[src/hdl/elcc_pkg.sv]
// Shared types, codes and symbol tables for the escape-or-pack line codec.
// No dependencies; every other file in hdl imports this package.
package elcc_pkg;

  localparam int unsigned MaxResults = 5;

  // Values of the codec_mode register.
  localparam logic [1:0] MODE_PASS   = 2'd0;
  localparam logic [1:0] MODE_ESCAPE = 2'd1;
  localparam logic [1:0] MODE_PACK   = 2'd2;
  localparam logic [1:0] MODE_RESET  = MODE_PACK;

  // Direction of one item.
  localparam logic FUNC_ENCODE = 1'b0;
  localparam logic FUNC_DECODE = 1'b1;

  // Line bytes with a special meaning.
  localparam logic [7:0] ESC_MARK     = 8'hDB;
  localparam logic [7:0] ESC_FOR_MARK = 8'hDC;
  localparam logic [7:0] ESC_FOR_ZERO = 8'hDD;
  localparam logic [7:0] BYTE_ZERO    = 8'h00;
  localparam logic [7:0] SYM_PAIR0    = 8'hFF;
  localparam logic [7:0] SYM_PAIR1    = 8'hDF;
  localparam logic [7:0] SYM_PAIR2    = 8'hFB;
  localparam logic [7:0] SYM_PAIR3    = 8'hDB;

  typedef struct packed {
    logic       func;
    logic [7:0] data_byte;
    logic       line_start;
    logic       line_end;
  } item_t;

  typedef struct packed {
    logic       escape_pending;
    logic       header_seen;
    logic       line_halted;
    logic [1:0] symbol_count;
    logic [5:0] partial_value;
  } codec_state_t;

  // Up to five line or payload bytes, element 0 goes out first.
  typedef struct packed {
    logic [MaxResults-1:0][7:0] bytes;
    logic [2:0]                 count;
  } result_t;

  typedef struct packed {
    logic       valid;
    logic [1:0] pair;
  } sym_match_t;

  function automatic logic [7:0] pair_to_sym(input logic [1:0] pair);
    logic [7:0] sym;
    case (pair)
      2'd0:    sym = SYM_PAIR0;
      2'd1:    sym = SYM_PAIR1;
      2'd2:    sym = SYM_PAIR2;
      default: sym = SYM_PAIR3;
    endcase
    return sym;
  endfunction

  function automatic sym_match_t sym_to_pair(input logic [7:0] sym);
    sym_match_t m;
    m.valid = 1'b1;
    case (sym)
      SYM_PAIR0: m.pair = 2'd0;
      SYM_PAIR1: m.pair = 2'd1;
      SYM_PAIR2: m.pair = 2'd2;
      SYM_PAIR3: m.pair = 2'd3;
      default: begin
        m.valid = 1'b0;
        m.pair  = 2'd0;
      end
    endcase
    return m;
  endfunction

endpackage

[src/hdl/elcc_codec.sv]
// Per-item encode and decode logic with the line decoder state registers.
// Depends on elcc_pkg.
module elcc_codec
  import elcc_pkg::*;
(
  input  logic       clk,
  input  logic       rst,
  input  logic [1:0] mode,
  input  item_t      item,
  input  logic       take,
  output result_t    res
);

  codec_state_t state;
  codec_state_t state_next;
  codec_state_t cur;
  sym_match_t   match;

  always_comb begin
    res        = '0;
    cur        = item.line_start ? '0 : state;
    state_next = state;
    match      = sym_to_pair(item.data_byte);

    if (item.func == FUNC_ENCODE) begin
      case (mode)
        MODE_ESCAPE: begin
          if (item.data_byte == ESC_MARK) begin
            res.bytes[0] = ESC_MARK;
            res.bytes[1] = ESC_FOR_MARK;
            res.count    = 3'd2;
          end else if (item.data_byte == BYTE_ZERO) begin
            res.bytes[0] = ESC_MARK;
            res.bytes[1] = ESC_FOR_ZERO;
            res.count    = 3'd2;
          end else begin
            res.bytes[0] = item.data_byte;
            res.count    = 3'd1;
          end
        end
        MODE_PACK: begin
          if (item.line_start) begin
            res.bytes[0] = ESC_MARK;
            res.bytes[1] = pair_to_sym(item.data_byte[7:6]);
            res.bytes[2] = pair_to_sym(item.data_byte[5:4]);
            res.bytes[3] = pair_to_sym(item.data_byte[3:2]);
            res.bytes[4] = pair_to_sym(item.data_byte[1:0]);
            res.count    = 3'd5;
          end else begin
            res.bytes[0] = pair_to_sym(item.data_byte[7:6]);
            res.bytes[1] = pair_to_sym(item.data_byte[5:4]);
            res.bytes[2] = pair_to_sym(item.data_byte[3:2]);
            res.bytes[3] = pair_to_sym(item.data_byte[1:0]);
            res.count    = 3'd4;
          end
        end
        default: begin
          res.bytes[0] = item.data_byte;
          res.count    = 3'd1;
        end
      endcase
    end else begin
      state_next = cur;
      case (mode)
        MODE_ESCAPE: begin
          if (cur.escape_pending) begin
            state_next.escape_pending = 1'b0;
            res.count = 3'd1;
            if (item.data_byte == ESC_FOR_MARK) begin
              res.bytes[0] = ESC_MARK;
            end else if (item.data_byte == ESC_FOR_ZERO) begin
              res.bytes[0] = BYTE_ZERO;
            end else begin
              res.bytes[0] = item.data_byte;
            end
          end else if (item.data_byte == ESC_MARK && !item.line_end) begin
            state_next.escape_pending = 1'b1;
          end else begin
            res.bytes[0] = item.data_byte;
            res.count    = 3'd1;
          end
        end
        MODE_PACK: begin
          if (cur.line_halted) begin
            // Silent until the line ends.
          end else if (!cur.header_seen) begin
            if (item.data_byte == ESC_MARK) begin
              state_next.header_seen = 1'b1;
            end else begin
              state_next.line_halted = 1'b1;
            end
          end else if (!match.valid) begin
            state_next.line_halted   = 1'b1;
            state_next.symbol_count  = 2'd0;
            state_next.partial_value = 6'd0;
          end else if (cur.symbol_count == 2'd3) begin
            res.bytes[0] = {cur.partial_value, match.pair};
            res.count    = 3'd1;
            state_next.symbol_count  = 2'd0;
            state_next.partial_value = 6'd0;
          end else begin
            state_next.partial_value = {cur.partial_value[3:0], match.pair};
            state_next.symbol_count  = cur.symbol_count + 2'd1;
          end
        end
        default: begin
          res.bytes[0] = item.data_byte;
          res.count    = 3'd1;
        end
      endcase
      if (item.line_end) begin
        state_next = '0;
      end
    end
  end

  always_ff @(posedge clk) begin
    if (rst) begin
      state <= '0;
    end else if (take) begin
      state <= state_next;
    end
  end

endmodule

[src/hdl/elcc_burst.sv]
// Result buffer that holds the bytes of one item and sends them one per cycle while m_tready is high.
// Depends on elcc_pkg.
module elcc_burst
  import elcc_pkg::*;
(
  input  logic       clk,
  input  logic       rst,
  input  logic       load,
  input  result_t    res,
  output logic       free,
  output logic       m_tvalid,
  input  logic       m_tready,
  output logic [7:0] m_tdata,
  output logic       m_tlast
);

  logic [MaxResults-1:0][7:0] bytes;
  logic [2:0]                 remaining;
  logic                       send;

  assign m_tvalid = (remaining != 3'd0);
  assign m_tdata  = bytes[0];
  assign m_tlast  = (remaining == 3'd1);
  assign send     = m_tvalid && m_tready;
  // The buffer can take a new set when empty or when its last byte leaves now.
  assign free     = (remaining == 3'd0) || (m_tlast && m_tready);

  always_ff @(posedge clk) begin
    if (rst) begin
      remaining <= 3'd0;
    end else if (load) begin
      remaining <= res.count;
    end else if (send) begin
      remaining <= remaining - 3'd1;
    end
  end

  always_ff @(posedge clk) begin
    if (load) begin
      bytes <= res.bytes;
    end else if (send) begin
      bytes <= {8'h00, bytes[MaxResults-1:1]};
    end
  end

endmodule

[src/hdl/escape_or_pack4_line_codec_top.sv]
// Top level of the escape-or-pack line codec: input register, codec logic,
// result buffer and the mode register. Depends on elcc_pkg, elcc_codec, elcc_burst.
//
//   Channel   Direction  Signals                         Carries
//   s_axis    in         s_tvalid s_tready s_tdata       one byte to encode or decode
//                        s_tuser s_tlast
//   m_axis    out        m_tvalid m_tready m_tdata       one line or payload byte
//                        m_tlast
//   cfg       in         cfg_wr_en cfg_wr_data           codec_mode register
//
// An accepted item is held in the input register, where the codec logic works
// out all of its result bytes; they are loaded into the result buffer once it
// is free and leave one per cycle while m_tready is high.
// An item sends one output byte per result, up to five (five for a packed first
// byte of a line); an item without results loads nothing into the buffer.
// Reset is synchronous and active high; it clears the decoder state, empties both
// registers and sets the mode to packing. A stall on m_tready holds the buffer and,
// once the input register is waiting as well, lowers s_tready.
module escape_or_pack4_line_codec_top
  import elcc_pkg::*;
(
  input  logic       clk,
  input  logic       rst,
  // Input stream.
  input  logic       s_tvalid,
  output logic       s_tready,
  input  logic [7:0] s_tdata,   // [7:0] data_byte
  input  logic [1:0] s_tuser,   // [0] func, [1] line_start
  input  logic       s_tlast,   // line_end
  // Output stream.
  output logic       m_tvalid,
  input  logic       m_tready,
  output logic [7:0] m_tdata,   // [7:0] out_byte
  output logic       m_tlast,   // last result of the item
  // Mode register write port.
  input  logic       cfg_wr_en,
  input  logic [1:0] cfg_wr_data
);

  logic [1:0] mode;
  logic       in_valid;
  item_t      in_item;
  result_t    res;
  logic       burst_free;
  logic       advance;

  // The held item moves on once its results, if any, have room in the buffer.
  assign advance  = in_valid && ((res.count == 3'd0) || burst_free);
  assign s_tready = !in_valid || advance;

  always_ff @(posedge clk) begin
    if (rst) begin
      mode <= MODE_RESET;
    end else if (cfg_wr_en) begin
      mode <= cfg_wr_data;
    end
  end

  always_ff @(posedge clk) begin
    if (rst) begin
      in_valid <= 1'b0;
    end else if (s_tready) begin
      in_valid <= s_tvalid;
    end
  end

  // Payload register: only loaded on a transfer, so it needs no reset.
  always_ff @(posedge clk) begin
    if (s_tvalid && s_tready) begin
      in_item.func       <= s_tuser[0];
      in_item.data_byte  <= s_tdata;
      in_item.line_start <= s_tuser[1];
      in_item.line_end   <= s_tlast;
    end
  end

  elcc_codec u_codec (
    .clk  (clk),
    .rst  (rst),
    .mode (mode),
    .item (in_item),
    .take (advance),
    .res  (res)
  );

  elcc_burst u_burst (
    .clk      (clk),
    .rst      (rst),
    .load     (advance && (res.count != 3'd0)),
    .res      (res),
    .free     (burst_free),
    .m_tvalid (m_tvalid),
    .m_tready (m_tready),
    .m_tdata  (m_tdata),
    .m_tlast  (m_tlast)
  );

endmodule
[config.mk]
export PLATFORM = sky130hd
export DESIGN_NAME = escape_or_pack4_line_codec_top
export DESIGN_NICKNAME = d
export VERILOG_FILES = /design/src/hdl/elcc_pkg.sv /design/src/hdl/elcc_codec.sv /design/src/hdl/elcc_burst.sv /design/src/hdl/escape_or_pack4_line_codec_top.sv
export SDC_FILE = /design/constraint.sdc
export NUM_CORES = 1
export LEC_CHECK = 0
export BUFFER_PORTS_ARGS = -buffer_cell sky130_fd_sc_hd__buf_4
export CELL_PAD_IN_SITES_DETAIL_PLACEMENT = 0
export CELL_PAD_IN_SITES_GLOBAL_PLACEMENT = 2
export CORE_MARGIN = 3
export CORE_UTILIZATION = 40
export CTS_CLUSTER_SIZE = 30
export DETAILED_ROUTE_END_ITERATION = 6
export PLACE_DENSITY_LB_ADDON = 0.1
export SYNTH_ARGS = -nofsm -noshare
export SYNTH_HDL_FRONTEND = slang
export SYNTH_HIERARCHICAL = 1
export SYNTH_SLANG_ARGS = --single-unit
[constraint.sdc]
create_clock -name clk -period 9.3 [get_ports clk]
set_input_delay 1.86 -clock clk [delete_from_list [all_inputs] [get_ports clk]]
set_output_delay 1.86 -clock clk [all_outputs]
set_load 0.005 [all_outputs]
==> flow_summary.yaml <==
finish:
  final_area_um2: 4000
  diodes: 0
  drive_gt1_frac: 0.281
  fillers: 854
  final_cell_count_no_fill: 443
  fin_nets: 354
  area_growth_syn_to_layout_pct: 7.36
cts:
  cts_tree: "done"
  postCtsSetupRepairBufs: 0
  cts_buffers: 9
  root_buffer: "clkbuf_8"
  clock-sinks: 68
  cts_max_level: 3
  clock_path_buffers: 2
  hold_buffers: 0
  cts_resized: 0
  clkLatencyLatePin_ns: 0.35
  cts.clk_slew.worst_paths_ns: 0.08
floorplan:
  start_util: 0.419
  coreArea_um2: 8890
  die_height_um: 102
  row_count: 34
  ios: 29
  die_w_um: 102
  die-area_um2: 10500
global_route:
  grt_overflow: 0
  grt_pass1_vias: 2354
  antenna_found_initial: 0
  grt_max_degree: 49
  track_usage: 0.156
  grt_first_pass_wirelength_um: 12400
detailed_routing:
  first_pass_iters: 5
  drt-initial-drc-count: 89
  dr_total_vias: 2353
  drc_errors: 0
  ant_nets: 0
  wl_um: 7580
  vias_per_cell: 5.31
  wl_per_cell_um: 17.1
worst_hold_path:
  worstHoldPathType: "reg -> reg"
timing:
  setup_violations: 0
  rsz0062_at_grt: "false"
  slew_viol_final: 0
  post-route-period-util: 0.512
  slew_headroom: 0.193
  max_freq_ghz: 0.210
  totalNegativeSetupSlack_ns: 0
  min_period_ns: 4.77
  hold_viol_final: 0
  skew_ns: 0.0141
  worst_pin_slew_ns: 1.20
placement:
  placed_area_um2: 3790
  gp_congestion: 0.761
  placedCellCount: 427
  hpwl_um: 5110
  portBuffers: 28
logic_synthesis:
  synth_area_leader_cell: "edfxtp_1"
  yosysSeqAreaShare: 0.503
  synth_area_leaders: "edfxtp_1, mux2_2, dfxtp_1"
  synth_area_per_cell_um2: 11.2
  synth_warnings: 6
  syn_area_um2: 3720
  netlist_instances: 331
  synth.most_common_cell: "edfxtp_1"
  synth.distinct_cells: 60
  yosys_register_bits: 68
  synthTopCellsByCount: "edfxtp_1, mux2_2, buf_4, nand2_1, inv_1"
  ys.flop_type: "edfxtp_1"
  synth-edff-count: 51
  synth_fp_nets: 355
  async_flop_share: 0
  synth_top_area_frac: 0.411
worst_setup_path:
  crit_slowest_cell: "edfxtp_1"
  cp_cell_sequence: "and4bb_2, nand4_1, and3_1, o211ai_1, or3_4, nand3_1, buf_4"
  slowest_delay_ns: 0.70
  crit_buf_inv: 1
  critical_path_class: "reg -> out"
  worstPathMaxFanout: 23
  start_kind: "flip-flop"
  critPathCaptureType: "primary output"
  crit_family: "simple AND/OR/NAND/NOR gates"
  cp.required_ns: 7.44
  arrival_ns: 2.91
run:
  max-cap-violations: 0
pwr:
  ir_drop_v: 0.000175
  power-per-cell-area_nw_per_um2: 264
  p_leak_nw: 1.50
run_status:
  status: "finished, final reports clean"
-- tightest hold or removal path: cells and delay by family (launching register included) --
kind             cells  cell delay (ns)
AO/OA/AOI/OAI        1             0.05
flip-flops           1             0.33
AND/OR/NAND/NOR      1             0.06
-- stage by stage --
step                      hold slack, ns  setup WS [ns]   util  power (mW)
final                              0.479           4.53  0.449        1.05
after global routing               0.527           4.23  0.449        1.12
after CTS                          0.470           4.48  0.449        1.07
after detailed placement           0.454           4.88  0.426       0.802
after global placement             0.457           4.95  0.426       0.800
after floorplan                    0.429           5.27      -       0.748
-- area by class of cell --
cell class	instances	area, um^2	share of cell area
inverter	20	75.1	0.0188
clock buffer	9	124	0.0310
tap	108	135	0.0338
sequential	68	1870	0.468
timing repair buffer	28	210	0.0526
multi-input combinational	203	1500	0.375
clock inverter	7	82.6	0.0207
-- per-layer routing --
layer / vias up / track usage / share of wire
met5: - / 0 / 0
met4: 0 / 0.0585 / 0.011
met3: 7 / 0.0416 / 0.030
met2: 41 / 0.230 / 0.46
met1: 1124 / 0.220 / 0.50
li1: 1181 / - / -
-- sequential cells by signal, summed over array words and instances, names as in the netlist --
register / flops
u_burst/m_tdata: 8
in_item: 11
u_burst/remaining: 3
in_valid: 1
u_codec/state: 11
mode: 2
u_burst/bytes: 32
-- power by group --
| part | leakage (nW) | switching, mW | internal, mW | total [mW] |
|---|---|---|---|---|
| clock network | 0.0988 | 0.132 | 0.129 | 0.261 |
| logic | 0.770 | 0.150 | 0.139 | 0.289 |
| registers | 0.629 | 0.0378 | 0.466 | 0.504 |
-- worst paths after layout --
kind                                 start                            end  slack [ns]  cells after the start
min          u_codec/state[6]$_SDFFE_PP0P_  u_codec/state[6]$_SDFFE_PP0P_        0.48                      2
max reg2reg           in_item[1]$_DFFE_PP_   u_burst/m_tdata[2]$_DFFE_PP_        4.95                      7
min reg2reg  u_codec/state[6]$_SDFFE_PP0P_  u_codec/state[6]$_SDFFE_PP0P_        0.48                      2
max                   in_item[1]$_DFFE_PP_                       s_tready        4.53                      7
-- placed cells by master, fill, tap and decap left out, types with 3 or more instances in the layout --
cell / n
clkbuf_8: 9
dfxtp_1: 17
nand2_1: 22
o211a_1: 3
mux2_2: 33
and2_1: 9
a22o_1: 6
inv_6: 3
buf_4: 28
inv_1: 19
a21oi_1: 6
nor2_1: 15
o21ai_0: 16
o211ai_1: 11
nor3_1: 3
or2_2: 3
ha_1: 6
nand3_1: 13
a211oi_1: 4
edfxtp_1: 51
nor2b_1: 11
-- logic make-up (layout without fill, tap and decap cells) --
logic type               after synthesis  in the layout  synth area share
buffers and inverters                 60             64            0.0951
multiplexers                          34             34             0.103
AND/OR/NAND/NOR                       93             93             0.139
AO/OA/AOI/OAI                         70             70             0.140
adder cells (fa/ha/maj)                6              6            0.0202
flip-flops                            68             68             0.503
Note: power is estimated with default switching activity, not from simulation.
